==> src/hw/rtl/tmls_pkg.sv <==
// shared types and constants for the terminal multiplexer line scanner
// no dependencies
`default_nettype none

package tmls_pkg;

  // i/o operation carried in the input item's tuser
  typedef enum logic [2:0] {
    OP_STATUS = 3'd0,
    OP_CTRL   = 3'd1,
    OP_DWRITE = 3'd2,
    OP_DREAD  = 3'd3,
    OP_POLL   = 3'd4
  } op_t;

  // transmit conversion modes
  localparam logic [1:0] MODE_UPPER = 2'd0;
  localparam logic [1:0] MODE_7BIT  = 2'd1;
  localparam logic [1:0] MODE_8BIT  = 2'd2;
  localparam logic [1:0] MODE_PRINT = 2'd3;

  // control write bits
  localparam int CTL_SCAN_RST_BIT = 3;
  localparam int CTL_CLEAR_BIT    = 5;

  // data write bits
  localparam int DW_ADDR_BIT   = 24;
  localparam int DW_TXOFF_BIT  = 8;
  localparam int DW_READY_BIT  = 7;
  localparam int DW_NOHANG_BIT = 6;

  localparam int DATA_KEEP_W = 25;
  localparam int READ_W      = 23;
  localparam int POS_W       = 5;

  // control characters that pass printable mode
  localparam logic [31:0] PRINT_CTRL = 32'h0000_2780;

  localparam logic [READ_W-1:0] RD_CHAR_FLAG = 23'o400;
  localparam logic [READ_W-1:0] RD_MODEM_ON  = 23'o104;

  localparam int IN_DATA_W = 72;
  localparam int OUT_DATA_W = 48;

  typedef struct packed {
    logic load;
    logic exec;
    logic step;
    logic last;
    logic out_load;
  } tmls_cmd_t;

  typedef struct packed {
    logic hit;
    logic out_full;
  } tmls_stat_t;

endpackage

`default_nettype wire

==> src/hw/rtl/terminal_mux_line_scanner.sv <==
// top level of the terminal multiplexer line scanner
// instantiates tmls_ctrl and tmls_dpath, depends on tmls_pkg
`default_nettype none

// One i/o item at a time: an item is taken, executed in the next cycle, and
// the scanner then visits one position per cycle until it finds a receive or
// transmit flag or has looked at 2*LINES positions; the result then moves to
// the output register. The scanner's one-position-per-cycle walk sets the time
// an item takes from one acceptance to the earliest next acceptance; the
// hand-off waits longer while the output register still holds an unaccepted
// result. A finished result waits in the output register while the next item
// is taken. output_mode may be written only while no item is in flight.
module terminal_mux_line_scanner #(
  parameter int LINES = 8
) (
  input  wire logic                               clk,
  input  wire logic                               rst_n,
  input  wire logic                               in_tvalid,
  output logic                                    in_tready,
  // data, rx_avail, rx_char, rx_break, rx_more, line_connected,
  // new_conn_valid, new_conn_line, zero fill
  input  wire logic [tmls_pkg::IN_DATA_W-1:0]     in_tdata,
  // op
  input  wire logic [2:0]                         in_tuser,
  output logic                                    out_tvalid,
  input  wire logic                               out_tready,
  // read_data, irq_request, irq_level, tx_valid, tx_line, tx_char,
  // hangup_valid, hangup_line, rx_take, rx_line, zero fill
  output logic [tmls_pkg::OUT_DATA_W-1:0]         out_tdata,
  input  wire logic                               cfg_we,
  // output_mode
  input  wire logic [1:0]                         cfg_wdata
);

  tmls_pkg::tmls_cmd_t  cmd;
  tmls_pkg::tmls_stat_t stat;

  tmls_ctrl #(
    .LINES(LINES)
  ) u_ctrl (
    .clk       (clk),
    .rst_n     (rst_n),
    .in_tvalid (in_tvalid),
    .in_tready (in_tready),
    .out_tready(out_tready),
    .stat      (stat),
    .cmd       (cmd)
  );

  tmls_dpath #(
    .LINES(LINES)
  ) u_dpath (
    .clk       (clk),
    .rst_n     (rst_n),
    .cmd       (cmd),
    .stat      (stat),
    .in_tdata  (in_tdata),
    .in_tuser  (in_tuser),
    .cfg_we    (cfg_we),
    .cfg_wdata (cfg_wdata),
    .out_tvalid(out_tvalid),
    .out_tready(out_tready),
    .out_tdata (out_tdata)
  );

endmodule

`default_nettype wire

==> src/hw/rtl/tmls_ctrl.sv <==
// sequencing state machine: accept, execute, scanner steps, result hand-off
// depends on tmls_pkg
`default_nettype none

module tmls_ctrl #(
  parameter int LINES = 8
) (
  input  wire logic                  clk,
  input  wire logic                  rst_n,
  input  wire logic                  in_tvalid,
  output logic                       in_tready,
  input  wire logic                  out_tready,
  input  wire tmls_pkg::tmls_stat_t  stat,
  output tmls_pkg::tmls_cmd_t        cmd
);

  localparam int CNT_W = $clog2(2 * LINES);
  localparam logic [CNT_W-1:0] CNT_LAST = CNT_W'(2 * LINES - 1);

  typedef enum logic [1:0] {
    S_IDLE,
    S_EXEC,
    S_SCAN,
    S_DONE
  } state_t;

  state_t           state_r;
  logic [CNT_W-1:0] cnt_r;
  logic             in_tready_r;

  assign in_tready = in_tready_r;

  always_comb begin
    cmd = '0;
    unique case (state_r)
      S_IDLE: cmd.load = in_tvalid && in_tready_r;
      S_EXEC: cmd.exec = 1'b1;
      S_SCAN: begin
        cmd.step = 1'b1;
        cmd.last = (cnt_r == CNT_LAST);
      end
      S_DONE: cmd.out_load = !stat.out_full || out_tready;
      default: cmd = '0;
    endcase
  end

  always_ff @(posedge clk) begin
    if (!rst_n) begin
      state_r     <= S_IDLE;
      cnt_r       <= '0;
      in_tready_r <= 1'b0;
    end else begin
      unique case (state_r)
        S_IDLE: begin
          in_tready_r <= 1'b1;
          if (in_tvalid && in_tready_r) begin
            in_tready_r <= 1'b0;
            state_r     <= S_EXEC;
          end
        end
        S_EXEC: begin
          cnt_r   <= '0;
          state_r <= S_SCAN;
        end
        S_SCAN: begin
          if (stat.hit || cnt_r == CNT_LAST) begin
            state_r <= S_DONE;
          end else begin
            cnt_r <= cnt_r + 1'b1;
          end
        end
        S_DONE: begin
          if (!stat.out_full || out_tready) begin
            in_tready_r <= 1'b1;
            state_r     <= S_IDLE;
          end
        end
        default: state_r <= S_IDLE;
      endcase
    end
  end

  a_cnt_bound: assert property (@(posedge clk) disable iff (!rst_n)
    state_r == S_SCAN |-> cnt_r <= CNT_LAST)
    else $error("scanner ran past its step limit");

  a_scan_end: assert property (@(posedge clk) disable iff (!rst_n)
    cmd.step && (stat.hit || cmd.last) |=> state_r == S_DONE && !in_tready_r)
    else $error("scan end did not reach hand-off");

  a_ready_idle: assert property (@(posedge clk) disable iff (!rst_n)
    in_tready_r |-> state_r == S_IDLE)
    else $error("input ready outside idle");

endmodule

`default_nettype wire

==> src/hw/rtl/tmls_dpath.sv <==
// line state, i/o operation execution, scanner step and result register
// depends on tmls_pkg
`default_nettype none

module tmls_dpath #(
  parameter int LINES = 8
) (
  input  wire logic                                clk,
  input  wire logic                                rst_n,
  input  wire tmls_pkg::tmls_cmd_t                 cmd,
  output tmls_pkg::tmls_stat_t                     stat,
  input  wire logic [tmls_pkg::IN_DATA_W-1:0]      in_tdata,
  input  wire logic [2:0]                          in_tuser,
  input  wire logic                                cfg_we,
  input  wire logic [1:0]                          cfg_wdata,
  output logic                                     out_tvalid,
  input  wire logic                                out_tready,
  output logic [tmls_pkg::OUT_DATA_W-1:0]          out_tdata
);

  localparam int PW = tmls_pkg::POS_W;
  localparam int RW = tmls_pkg::READ_W;
  localparam logic [PW:0]   LINES6 = (PW + 1)'(LINES);
  localparam logic [PW-1:0] LINES5 = PW'(LINES);

  // captured item
  tmls_pkg::op_t                        op_r;
  logic [tmls_pkg::DATA_KEEP_W-1:0]     data_r;
  logic [7:0]                           avail_r, avail_nxt;
  logic [6:0]                           rxc_r;
  logic                                 brk_r, more_r;
  logic [7:0]                           conn_r;
  logic                                 ncv_r;
  logic [2:0]                           ncl_r;

  // block state
  logic [1:0]       mode_r;
  logic [2:0]       pi_r, pi_nxt;
  logic             rcv_r, rcv_nxt, xmt_r, xmt_nxt;
  logic [PW-1:0]    scan_r, scan_nxt;
  logic [LINES-1:0] txen_r, txen_nxt;
  logic [31:0]      ready_r, ready_nxt;
  logic [LINES-1:0] seen_r, seen_nxt;

  // per-item result
  logic [RW-1:0] rd_r, rd_nxt;
  logic          found_r, found_nxt;
  logic          txv_r, txv_nxt;
  logic [2:0]    txl_r, txl_nxt;
  logic [7:0]    txc_r, txc_nxt;
  logic          hv_r, hv_nxt;
  logic [2:0]    hl_r, hl_nxt;
  logic          take_r, take_nxt;
  logic [2:0]    rl_r, rl_nxt;

  // output register
  logic                              out_valid_r;
  logic [tmls_pkg::OUT_DATA_W-1:0]   out_data_r;

  function automatic logic [8:0] convert_tx(input logic [1:0] md, input logic [7:0] d);
    logic [7:0] c;
    logic       ok;
    c  = d;
    ok = 1'b1;
    if (md != tmls_pkg::MODE_8BIT) begin
      c[7] = 1'b0;
      if (md == tmls_pkg::MODE_UPPER) begin
        if (c >= 8'o141 && c <= 8'o172) c = c - 8'o40;
        if (c >= 8'o140) ok = 1'b0;
      end
      if (md == tmls_pkg::MODE_UPPER || md == tmls_pkg::MODE_PRINT) begin
        if (c == 8'o177 || (c < 8'o40 && !tmls_pkg::PRINT_CTRL[c[4:0]])) ok = 1'b0;
      end
    end
    return {ok, c};
  endfunction

  logic [PW:0]   wpos, widx;
  logic [PW-1:0] sidx;
  logic [8:0]    conv;
  logic          s_line, s_modem, s_conn, s_seen, s_drop, s_avail, s_rcv, s_xmt;
  logic [31:0]   s_mask;

  always_comb begin
    avail_nxt = avail_r;
    pi_nxt    = pi_r;
    rcv_nxt   = rcv_r;
    xmt_nxt   = xmt_r;
    scan_nxt  = scan_r;
    txen_nxt  = txen_r;
    ready_nxt = ready_r;
    seen_nxt  = seen_r;
    rd_nxt    = rd_r;
    found_nxt = found_r;
    txv_nxt   = txv_r;
    txl_nxt   = txl_r;
    txc_nxt   = txc_r;
    hv_nxt    = hv_r;
    hl_nxt    = hl_r;
    take_nxt  = take_r;
    rl_nxt    = rl_r;

    wpos = data_r[tmls_pkg::DW_ADDR_BIT] ? data_r[23:18] : {1'b0, scan_r};
    widx = wpos - LINES6;
    conv = convert_tx(mode_r, data_r[7:0]);

    // scanner position under test
    sidx    = scan_r - LINES5;
    s_line  = scan_r < LINES5;
    s_modem = !s_line && sidx < LINES5;
    s_conn  = sidx < PW'(8) && conn_r[sidx[2:0]];
    s_seen  = |(seen_r & (LINES'(1) << sidx));
    s_drop  = s_modem && s_seen && !s_conn;
    s_avail = s_line && scan_r < PW'(8) && avail_r[scan_r[2:0]];
    s_mask  = 32'd1 << scan_r;
    s_rcv   = ready_r[scan_r] || s_drop || s_avail;
    s_xmt   = s_line && |(txen_r & (LINES'(1) << scan_r));

    if (cmd.exec) begin
      rd_nxt    = '0;
      found_nxt = 1'b0;
      txv_nxt   = 1'b0;
      txl_nxt   = '0;
      txc_nxt   = '0;
      hv_nxt    = 1'b0;
      hl_nxt    = '0;
      take_nxt  = 1'b0;
      rl_nxt    = '0;
      unique case (op_r)
        tmls_pkg::OP_STATUS: rd_nxt = RW'({xmt_r, rcv_r, pi_r});
        tmls_pkg::OP_CTRL: begin
          pi_nxt = data_r[2:0];
          if (data_r[tmls_pkg::CTL_SCAN_RST_BIT]) scan_nxt = '0;
          if (data_r[tmls_pkg::CTL_CLEAR_BIT]) begin
            scan_nxt  = '0;
            rcv_nxt   = 1'b0;
            xmt_nxt   = 1'b0;
            txen_nxt  = '0;
            ready_nxt = '0;
            seen_nxt  = '0;
          end
        end
        tmls_pkg::OP_DWRITE: begin
          if (wpos < LINES6) begin
            if (data_r[tmls_pkg::DW_TXOFF_BIT]) begin
              txen_nxt = txen_r & ~(LINES'(1) << wpos);
            end else begin
              txv_nxt  = conv[8];
              txl_nxt  = conv[8] ? wpos[2:0] : 3'd0;
              txc_nxt  = conv[8] ? conv[7:0] : 8'd0;
              txen_nxt = txen_r | (LINES'(1) << wpos);
            end
          end else begin
            if (data_r[tmls_pkg::DW_READY_BIT] && !wpos[PW]) begin
              ready_nxt = ready_r | (32'd1 << wpos[PW-1:0]);
            end
            if (!data_r[tmls_pkg::DW_NOHANG_BIT] && widx < LINES6 && widx < 6'd8
                && conn_r[widx[2:0]]) begin
              hv_nxt = 1'b1;
              hl_nxt = widx[2:0];
            end
          end
        end
        tmls_pkg::OP_DREAD: begin
          rd_nxt = {scan_r, 18'd0};
          if (s_line) begin
            if (scan_r < PW'(8) && avail_r[scan_r[2:0]]) begin
              rd_nxt   = rd_nxt | tmls_pkg::RD_CHAR_FLAG | RW'(brk_r ? 7'd0 : rxc_r);
              take_nxt = 1'b1;
              rl_nxt   = scan_r[2:0];
              avail_nxt[scan_r[2:0]] = more_r;
            end
            ready_nxt = ready_r & ~s_mask;
            if (scan_r < PW'(8) && avail_nxt[scan_r[2:0]]) ready_nxt = ready_nxt | s_mask;
          end else begin
            if (s_modem && s_conn) rd_nxt = rd_nxt | tmls_pkg::RD_MODEM_ON;
            ready_nxt = ready_r & ~s_mask;
          end
        end
        tmls_pkg::OP_POLL: begin
          if (ncv_r && {1'b0, ncl_r} < 4'(LINES)) begin
            seen_nxt  = seen_r | (LINES'(1) << ncl_r);
            ready_nxt = ready_r | (32'd1 << (PW'(ncl_r) + LINES5));
          end
        end
        default: rd_nxt = '0;
      endcase
    end

    if (cmd.step) begin
      if (s_drop) seen_nxt = seen_r & ~(LINES'(1) << sidx);
      if (s_drop || s_avail) ready_nxt = ready_r | s_mask;
      rcv_nxt   = s_rcv;
      xmt_nxt   = s_xmt;
      found_nxt = s_rcv || s_xmt;
      if (!(s_rcv || s_xmt) && !cmd.last) scan_nxt = scan_r + 1'b1;
    end
  end

  assign stat.hit      = cmd.step && (s_rcv || s_xmt);
  assign stat.out_full = out_valid_r;

  always_ff @(posedge clk) begin
    if (cmd.load) begin
      op_r   <= tmls_pkg::op_t'(in_tuser);
      data_r <= in_tdata[tmls_pkg::DATA_KEEP_W-1:0];
      rxc_r  <= in_tdata[50:44];
      brk_r  <= in_tdata[52];
      more_r <= in_tdata[53];
      conn_r <= in_tdata[61:54];
      ncv_r  <= in_tdata[62];
      ncl_r  <= in_tdata[65:63];
    end
    if (cmd.load) begin
      avail_r <= in_tdata[43:36];
    end else begin
      avail_r <= avail_nxt;
    end
    rd_r    <= rd_nxt;
    found_r <= found_nxt;
    txv_r   <= txv_nxt;
    txl_r   <= txl_nxt;
    txc_r   <= txc_nxt;
    hv_r    <= hv_nxt;
    hl_r    <= hl_nxt;
    take_r  <= take_nxt;
    rl_r    <= rl_nxt;
    if (cmd.out_load) begin
      out_data_r <= {1'b0, rl_r, take_r, hl_r, hv_r, txc_r, txl_r, txv_r,
                     (found_r ? pi_r : 3'd0), found_r, rd_r};
    end
  end

  always_ff @(posedge clk) begin
    if (!rst_n) begin
      mode_r      <= tmls_pkg::MODE_7BIT;
      pi_r        <= '0;
      rcv_r       <= 1'b0;
      xmt_r       <= 1'b0;
      scan_r      <= '0;
      txen_r      <= '0;
      ready_r     <= '0;
      seen_r      <= '0;
      out_valid_r <= 1'b0;
    end else begin
      if (cfg_we) mode_r <= cfg_wdata;
      pi_r    <= pi_nxt;
      rcv_r   <= rcv_nxt;
      xmt_r   <= xmt_nxt;
      scan_r  <= scan_nxt;
      txen_r  <= txen_nxt;
      ready_r <= ready_nxt;
      seen_r  <= seen_nxt;
      if (cmd.out_load) begin
        out_valid_r <= 1'b1;
      end else if (out_tready) begin
        out_valid_r <= 1'b0;
      end
    end
  end

  assign out_tvalid = out_valid_r;
  assign out_tdata  = out_data_r;

  a_no_overwrite: assert property (@(posedge clk) disable iff (!rst_n)
    cmd.out_load |-> !out_valid_r || out_tready)
    else $error("result register overwritten");

  a_one_action: assert property (@(posedge clk) disable iff (!rst_n)
    cmd.out_load |-> $countones({txv_r, hv_r, take_r}) <= 1)
    else $error("more than one line action in one item");

  a_irq_level: assert property (@(posedge clk) disable iff (!rst_n)
    cmd.out_load |=> out_data_r[23] || out_data_r[26:24] == 3'd0)
    else $error("interrupt level without request");

endmodule

`default_nettype wire
==> config.mk <==
export PLATFORM = sky130hd
export DESIGN_NAME = terminal_mux_line_scanner
export DESIGN_NICKNAME = d
export VERILOG_FILES = /design/src/hw/rtl/tmls_pkg.sv /design/src/hw/rtl/terminal_mux_line_scanner.sv /design/src/hw/rtl/tmls_ctrl.sv /design/src/hw/rtl/tmls_dpath.sv
export SDC_FILE = /design/constraint.sdc
export NUM_CORES = 1
export LEC_CHECK = 0
export BUFFER_PORTS_ARGS = -buffer_cell sky130_fd_sc_hd__buf_2
export CAP_MARGIN = 20
export CORE_MARGIN = 2
export CORE_UTILIZATION = 50
export CTS_BUF_LIST = sky130_fd_sc_hd__clkbuf_2 sky130_fd_sc_hd__clkbuf_4 sky130_fd_sc_hd__clkbuf_8
export CTS_CLUSTER_DIAMETER = 100
export DETAILED_ROUTE_END_ITERATION = 10
export HOLD_SLACK_MARGIN = 0.02
export PLACE_DENSITY = 0.71
export SLEW_MARGIN = 20
export SYNTH_ARGS = -nofsm -noshare
export SYNTH_HDL_FRONTEND = slang
export SYNTH_SLANG_ARGS = --single-unit
==> constraint.sdc <==
create_clock -name clk -period 6.6 [get_ports clk]
set_input_delay 1.32 -clock clk [delete_from_list [all_inputs] [get_ports clk]]
set_output_delay 1.32 -clock clk [all_outputs]
set_load 0.02 [all_outputs]
==> summary.md, run 1 <==
The run finished with clean final reports. In the routed design, unresolved DRC markers number 0. The number of design-rule violations left by the first detailed-router iteration is 819, and the area of the die is 20,400 sq um. The number of antenna diodes in the final layout is 0. CTS placed an instance of clkbuf_8 at the clock tree root. The final cell utilization of the core was 56.6%. Fill cells in the final layout number 1,637. For this design the top-level I/O count stands at 132. Share of synthesized flip-flops with an asynchronous set or reset: 0%. For the wire length of the first global-routing pass, the log shows 37,900 microns.

CTS saw 187 sinks. The die boundary height works out to 143 microns. Across the run, the number of max-cap violations was 0. In this run the post-CTS setup repair buffer count came out at 0. The power density over the cells came out at 311 nW/um^2. The tools report the count of antenna-violating nets left after detailed routing as 0. The tools report the insertion delay of the later-clocked pin in the worst-skew pair as 0.47 ns. In the finished design, the share of the clock period the worst path needs comes to 63.3%.

The number of global-route vias before repair was 7,084. The logs give 24,100 microns for the routed wire length and 0 for the total congestion overflow after global routing. The run gives 2.56 ns as the worst slack at placement. The worst hold path belongs to the class flop to flop.

The run gives 0 as the total setup violations reported at the end of the flow. TritonCTS built the clock tree. For this configuration, the core starts out at a cell density of 51.1%.

Data arrives at the worst endpoint at 4.54 ns. The logs give 0 for the number of hold buffers added after cts and 50 for the count of standard-cell rows. Counting the buffers created by CTS gives 17.

The run gives 2.42 ns as the final setup slack of the worst path. Global routing used 23.8% of the available tracks. Yosys printed 0 warnings. The net total in the final layout was 1,109.

Using the TritonRoute via totals, the vias-per-cell ratio works out to 6.21. The average cell area after synthesis was 10.2 sq um; the static leakage power was 0.00365 uW. Across all layers, the routed design uses 7,964 vias.

The final-report hold violation count is 0. For the total negative slack for setup checks, the log shows 0 ns. The die outline width works out to 143 microns. The largest fanout of any net on the critical path was 20.

Share of cells above drive strength 1: 16.1%. The smallest clock period supported by the final layout is computed as 4.18 ns. The number of I/O port buffers works out to 93. The congestion estimate from routability-driven global placement came to 0.928. The pre-antenna-repair detailed-routing pass consisted of 5 iterations. The area of the mapped netlist is 9630 sq um, and the worst hold slack across all endpoints is 0.417 ns. IR analysis of the VDD net gives a maximum drop of 0.000167 V. The clock skew was 0.0116 ns. For this run, the leading register cell type out of synthesis is edfxtp_1.

The largest net degree at the start of global routing came out at 43. For this run, the top clock speed supported by timing is 239 MHz. The required time of the critical path was 6.96 ns.

The worst setup path is launched from a flop. The logs give 51.2% for the sequential element share of the synthesized area and 16,100 microns for the estimated wirelength of the detail-placed design. The synthesized design contains 119 enable-type register cells. The pin slew with the least headroom to its limit came out at 1.01 ns. In the layout the commonest cells are edfxtp_1 (119), buf_2 (93), nand2_1 (90).

The final-report max-slew violation count is 0. Setup repair after global routing left no endpoint under its margin. Synthesis produced a netlist whose cell count is 946. Placeable core area: 18,800 sq um. The H-tree generated during clock tree synthesis spans 4 levels.

The most common cell after layout, fill and taps aside is edfxtp_1. Clock-pin slew was measured on the worst setup and hold paths at 0.10 ns. The netlist uses 80 different library cells.

The tools report the initial antenna violation count as 0. After clock tree synthesis, the repair step resized 0 gates. In this run the deepest clock path goes through 2 buffers. The number of storage elements in the synthesis netlist is 187. The routed wirelength normalized by instance count was 18.8 microns.

From synthesis to final layout, the design area changed by 10.6%. The worst setup path is of the flop to flop kind. Kind of capture point of the worst setup path: a flop. The worst pin sits at a relative slew slack of 32.8%.
[area by class of cell]
type                       count  area (sq um)  share of cell area [%]
inverter                      32           123                    1.15
multi-input combinational    666          4270                    40.1
timing repair buffer         105           556                    5.22
tap                          260           325                    3.05
sequential                   187          4930                    46.3
clock buffer                  19           255                    2.40
clock inverter                13           184                    1.73
[critical path, cell delays in order, from the launching register on]
cell	delay, ns
dfxtp_1	0.81
inv_1	0.37
ha_1	0.48
nor3b_1	0.18
a32oi_1	0.18
a211o_1	0.29
a21bo_2	0.31
nand2_1	0.56
nand2_1	0.44
o311a_1	0.45
[kinds of logic after synthesis]
kind of cell               after synthesis  synth area share (%)
AOI/OAI and AO/OA                      309                  22.5
and+or+nand+nor                        289                  14.2
DFF                                    187                  51.2
buffers and inverters                  103                  5.04
muxes                                   36                  4.29
adders and majority gates               18                  2.34
xor gates and xnor gates                 3                 0.273
other                                    1                0.0389
[flip-flops by register name (all words and copies together), names as in the netlist, 4 cells and up]
| name | count |
|---|---|
| u_ctrl.cnt_r | 4 |
| u_dpath.avail_r | 8 |
| u_dpath.conn_r | 8 |
| u_dpath.data_r | 16 |
| u_dpath.out_tdata | 37 |
| u_dpath.rd_r | 13 |
| u_dpath.ready_r | 32 |
| u_dpath.rxc_r | 7 |
| u_dpath.scan_r | 5 |
| u_dpath.seen_r | 8 |
| u_dpath.txc_r | 8 |
| u_dpath.txen_r | 8 |
[power by group]
group / switching (uW) / internal, uW
combinational: 571 / 277
sequential: 121 / 1510
clock: 437 / 401
total: 1130 / 2190
[synth_stat cells (8+ instances only)]
library cell / instances / share of area, %
o31ai_1: 9 / 0.70
a22oi_1: 10 / 0.78
nor2_1: 67 / 2.6
nor2b_1: 8 / 0.52
mux2i_1: 27 / 2.8
nand2_1: 90 / 3.5
buf_2: 11 / 0.57
and3_1: 9 / 0.58
buf_4: 14 / 1.1
a211oi_1: 28 / 2.2
nand2b_1: 10 / 0.65
o21ai_0: 68 / 3.5
dfxtp_1: 68 / 14
a21oi_1: 62 / 3.2
a221oi_1: 8 / 0.73
clkbuf_1: 38 / 1.5
o211ai_1: 17 / 1.3
nor3_1: 20 / 1.0
nand3_1: 40 / 2.1
inv_1: 29 / 1.1
edfxtp_1: 119 / 37
o311a_1: 13 / 1.4
nand3b_1: 8 / 0.62
ha_1: 18 / 2.3
and2_1: 9 / 0.58
[layer usage]
| layer | routed length (microns) | share of wire [%] | global-route usage (%) |
|---|---|---|---|
| met5 | 0 | 0 | 0 |
| met4 | 616 | 2.6 | 9.38 |
| met3 | 2080 | 8.6 | 4.59 |
| met2 | 11000 | 46 | 36.5 |
| met1 | 10400 | 43 | 33.4 |
[path summary, 6_finish.rpt]
kind	from	endpoint	slack, ns	depth (start not counted)
setup / recovery	u_dpath.scan_r[3]$_SDFF_PN0_	u_dpath.ready_r[10]$_SDFF_PN0_	2.42	9
hold / removal	u_dpath.txc_r[5]$_SDFFCE_PP0P_	u_dpath.out_tdata[36]$_DFFE_PP_	0.42	0
setup reg to reg	u_dpath.scan_r[3]$_SDFF_PN0_	u_dpath.ready_r[10]$_SDFF_PN0_	2.42	9
hold reg to reg	u_dpath.txc_r[5]$_SDFFCE_PP0P_	u_dpath.out_tdata[36]$_DFFE_PP_	0.42	0
[through the flow]
step | power [uW] | area [sq um] | instances
after floorplan | 2250 | 9670 | 956
after global placement | 2460 | 10200 | 1250
after detailed placement | 2490 | 10200 | 1250
after CTS | 3320 | 10700 | 1282
after global routing | 3460 | 10700 | 1282
final | 3310 | 10700 | 1282
(Power assumes the default switching activity.)
==> run 2: changes to the inputs <==
--- a/config.mk
+++ b/config.mk
@@ -13,7 +13,7 @@
 export CTS_CLUSTER_DIAMETER = 100
 export DETAILED_ROUTE_END_ITERATION = 10
 export HOLD_SLACK_MARGIN = 0.02
-export PLACE_DENSITY = 0.71
+export PLACE_DENSITY = 0.74
 export SLEW_MARGIN = 20
 export SYNTH_ARGS = -nofsm -noshare
 export SYNTH_HDL_FRONTEND = slang
==> constraint.sdc (replaced) <==
create_clock -name clk -period 3.58 [get_ports clk]
set_input_delay 0.716 -clock clk [delete_from_list [all_inputs] [get_ports clk]]
set_output_delay 0.716 -clock clk [all_outputs]
set_load 0.02 [all_outputs]
==> run 2 against run 1 <==
Against the previous run: combinational power is 90% higher; design area rose by 0.88%; setup slack got worse by 2.1 ns; critical path depth is the same; final cell count increased by 1.5%; register-to-register slack got worse by 2.1 ns; global-route usage rose by 0.096 points; worst hold slack worse by 0.014 ns; die area did not move; non-clock buffer count grew 19.
==> summary.md, run 2 (synthesis gave the netlist of run 1 again) <==
The final-report hold violation count came out at 0. The worst slack at placement was 0.435 ns; the count of vias placed by the detailed router was 7,964. Along the worst path, the maximum fanout reaches 12. The total setup violations reported at the end of the flow was 0; the switching part of the total power was 35.2%.

Area added between synthesis and finish: 11.6%. The final-report max-slew violation count was 0; the clock skew was 0.0137 ns. In this run the power spent charging and discharging nets is 2100 uW. The logs give 16,600 microns for the estimated wirelength of the detail-placed design and 0 for the antenna diode count. The minimum period implied by the final worst setup slack was 3.24 ns; the placeable core area was 18,800 sq um. The worst setup path is of the flop to flop kind. For the worst-skew pair, the clock arrives at the later sink with an insertion delay of 0.48 ns. The final layout contains 1,128 nets. The run gives 7,175 as the number of global-route vias before repair.

During placement, the flow inserted port buffers numbering 93. The count of standard-cell rows was 50. The detailed-route vias per instance came out at 6.12. The power density over the cells came out at 557 nW/um^2.

For this run, the share of the core covered by cells in the final layout is 57.1%. Clock tree synthesis selected as its root buffer the cell clkbuf_8. VDD sags by at most 0.000288 V. The routed wire length was 24,100 microns. The layer carrying the most global-route usage is met2. Number of hold buffers added after cts: 0. The share of cells above drive strength 1 was 17.8%.

Pin placement for this block handled 132 I/O pins. Setup repair after global routing left no endpoint under its margin. The worst hold path belongs to the class input pin to flop.

For the final routed database, the setup TNS stands at 0 ns. The top cell types in the final layout, fill and taps aside, are edfxtp_1 (119), buf_2 (93), nand2_1 (90). Based on the critical path, the design can be clocked at up to 308 MHz. For the initial cell density of the core, the log shows 51.1%. The total overflow left after global routing is 0. Leaving out fill and tap cells, the most frequent cell in the layout is edfxtp_1. Fill cells in the final layout number 1,588. The static leakage power was 0.00372 uW.

Per report_power, the combinational group accounts for 26.9% of the total. For the number of design-rule violations left by the first detailed-router iteration, the log shows 981. STA classifies the critical path endpoint as a flop.

The max-capacitance violation count was 0; the final period utilization was 90.6%. The number of gates resized after CTS was 0. At the worst endpoint, the required time is 3.96 ns. The data arrival time of the critical path was 3.62 ns; the first-pass iteration count of the detailed router was 9. STA classifies the critical path startpoint as a flop. The tools report the worst hold slack across all endpoints as 0.403 ns. For the area taken by flip-flops and latches, the log shows 4930 sq um.

In this run the tightest slew margin relative to its limit is 31.1%. The number of levels in the clock H-tree is 4. For the met3 routing resource usage after global routing, the log shows 4.43%.

Internal power comes to 3880 uW. The maximum count of clock buffers along a single path was 2; the clock transition time at the flip-flop clock pins of the worst setup and hold paths was 0.10 ns. The flow ran to the end, and the final reports show no timing, DRC or antenna violations.

For met2 alone, demand over resource in global routing was 36.3%. In this run the remaining antenna-violating nets after routing total 0. Routability-driven placement finished with a final weighted congestion of 0.933. For the pin with the worst max-slew slack, the measured transition is 1.03 ns. The run gives 0 as the remaining design rule violation count.

Buffers inserted during clock tree synthesis total 17. The initial antenna violation count came out at 0. TritonCTS built the clock tree.

The tools report the area taken by multi-input logic gates as 4270 sq um. Measured along the x axis, the die boundary spans 143 microns. Largest net degree at the start of global routing: 43. The flip-flop count of the largest register, all copies and words added is 37, and the sink count of the clock tree is 187.

The die covers 20,400 sq um. The clock network fraction of design power was 22.8%; the combined global-route utilization of all metal layers was 23.9%. The met1 routing resource usage after global routing came out at 33.7%.

Setup slack on the critical path of the routed design comes to 0.336 ns. Sequential cells burn 50.3% of the power. Routed wirelength normalized by instance count: 18.5 microns. From bottom edge to top edge, the die measures 143 microns.

Buffers added to address setup during post-CTS repair amount to 0. The run gives 37,700 microns as the wire length of the first global-routing pass.
==> run 2: critical path, cell delays in order (launching register included) <==
cell	delay, ns
dfxtp_1	0.55
buf_4	0.27
mux2i_1	0.21
o21ai_1	0.07
a221o_1	0.41
buf_4	0.18
a21bo_2	0.26
nand2_1	0.38
nand2_1	0.37
o311a_1	0.43
==> run 2: final timing paths <==
check | slack (ns) | to | startpoint | depth (start not counted)
setup / recovery | 0.34 | u_dpath.ready_r[9]$_SDFF_PN0_ | u_dpath.scan_r[1]$_SDFF_PN0_ | 9
hold / removal | 0.40 | u_dpath.op_r[2]$_DFFE_PP_ | in_tuser[2] | 1
setup reg to reg | 0.34 | u_dpath.ready_r[9]$_SDFF_PN0_ | u_dpath.scan_r[1]$_SDFF_PN0_ | 9
hold reg to reg | 0.43 | u_dpath.out_tdata[33]$_DFFE_PP_ | u_dpath.txc_r[2]$_SDFFCE_PP0P_ | 0
==> run 2: routing by layer <==
| metal | up-vias | part of all wire (%) |
|---|---|---|
| met4 | 0 | 3.0 |
| met2 | 404 | 45 |
| li1 | 3764 | - |
| met3 | 62 | 8.6 |
| met5 | - | 0 |
| met1 | 3734 | 44 |
==> run 2: metrics by stage <==
step                      instance area [sq um]  std cells  total power (uW)
after floorplan                            9670        956              4140
after global placement                    10400       1269              4590
after detailed placement                  10400       1269              4640
after CTS                                 10700       1301              5980
after global routing                      10700       1301              6290
final                                     10700       1301              5980
==> run 2: cell type report <==
class | instances | share of cell area [%]
clock buffers | 19 | 2.38
clock inverters | 13 | 1.21
inverters | 32 | 1.14
multi-input cells | 666 | 39.7
flip-flops and latches | 187 | 45.9
well taps | 260 | 3.03
repair buffers | 124 | 6.61
==> run 2: power groups by stage <==
stage	logic [uW]	clock network [uW]	registers (uW)
after floorplan	1120	0	3020
after global placement	1550	0	3040
after detailed placement	1580	0	3050
after CTS	1590	1390	3000
after global routing	1760	1480	3050
final	1610	1360	3010
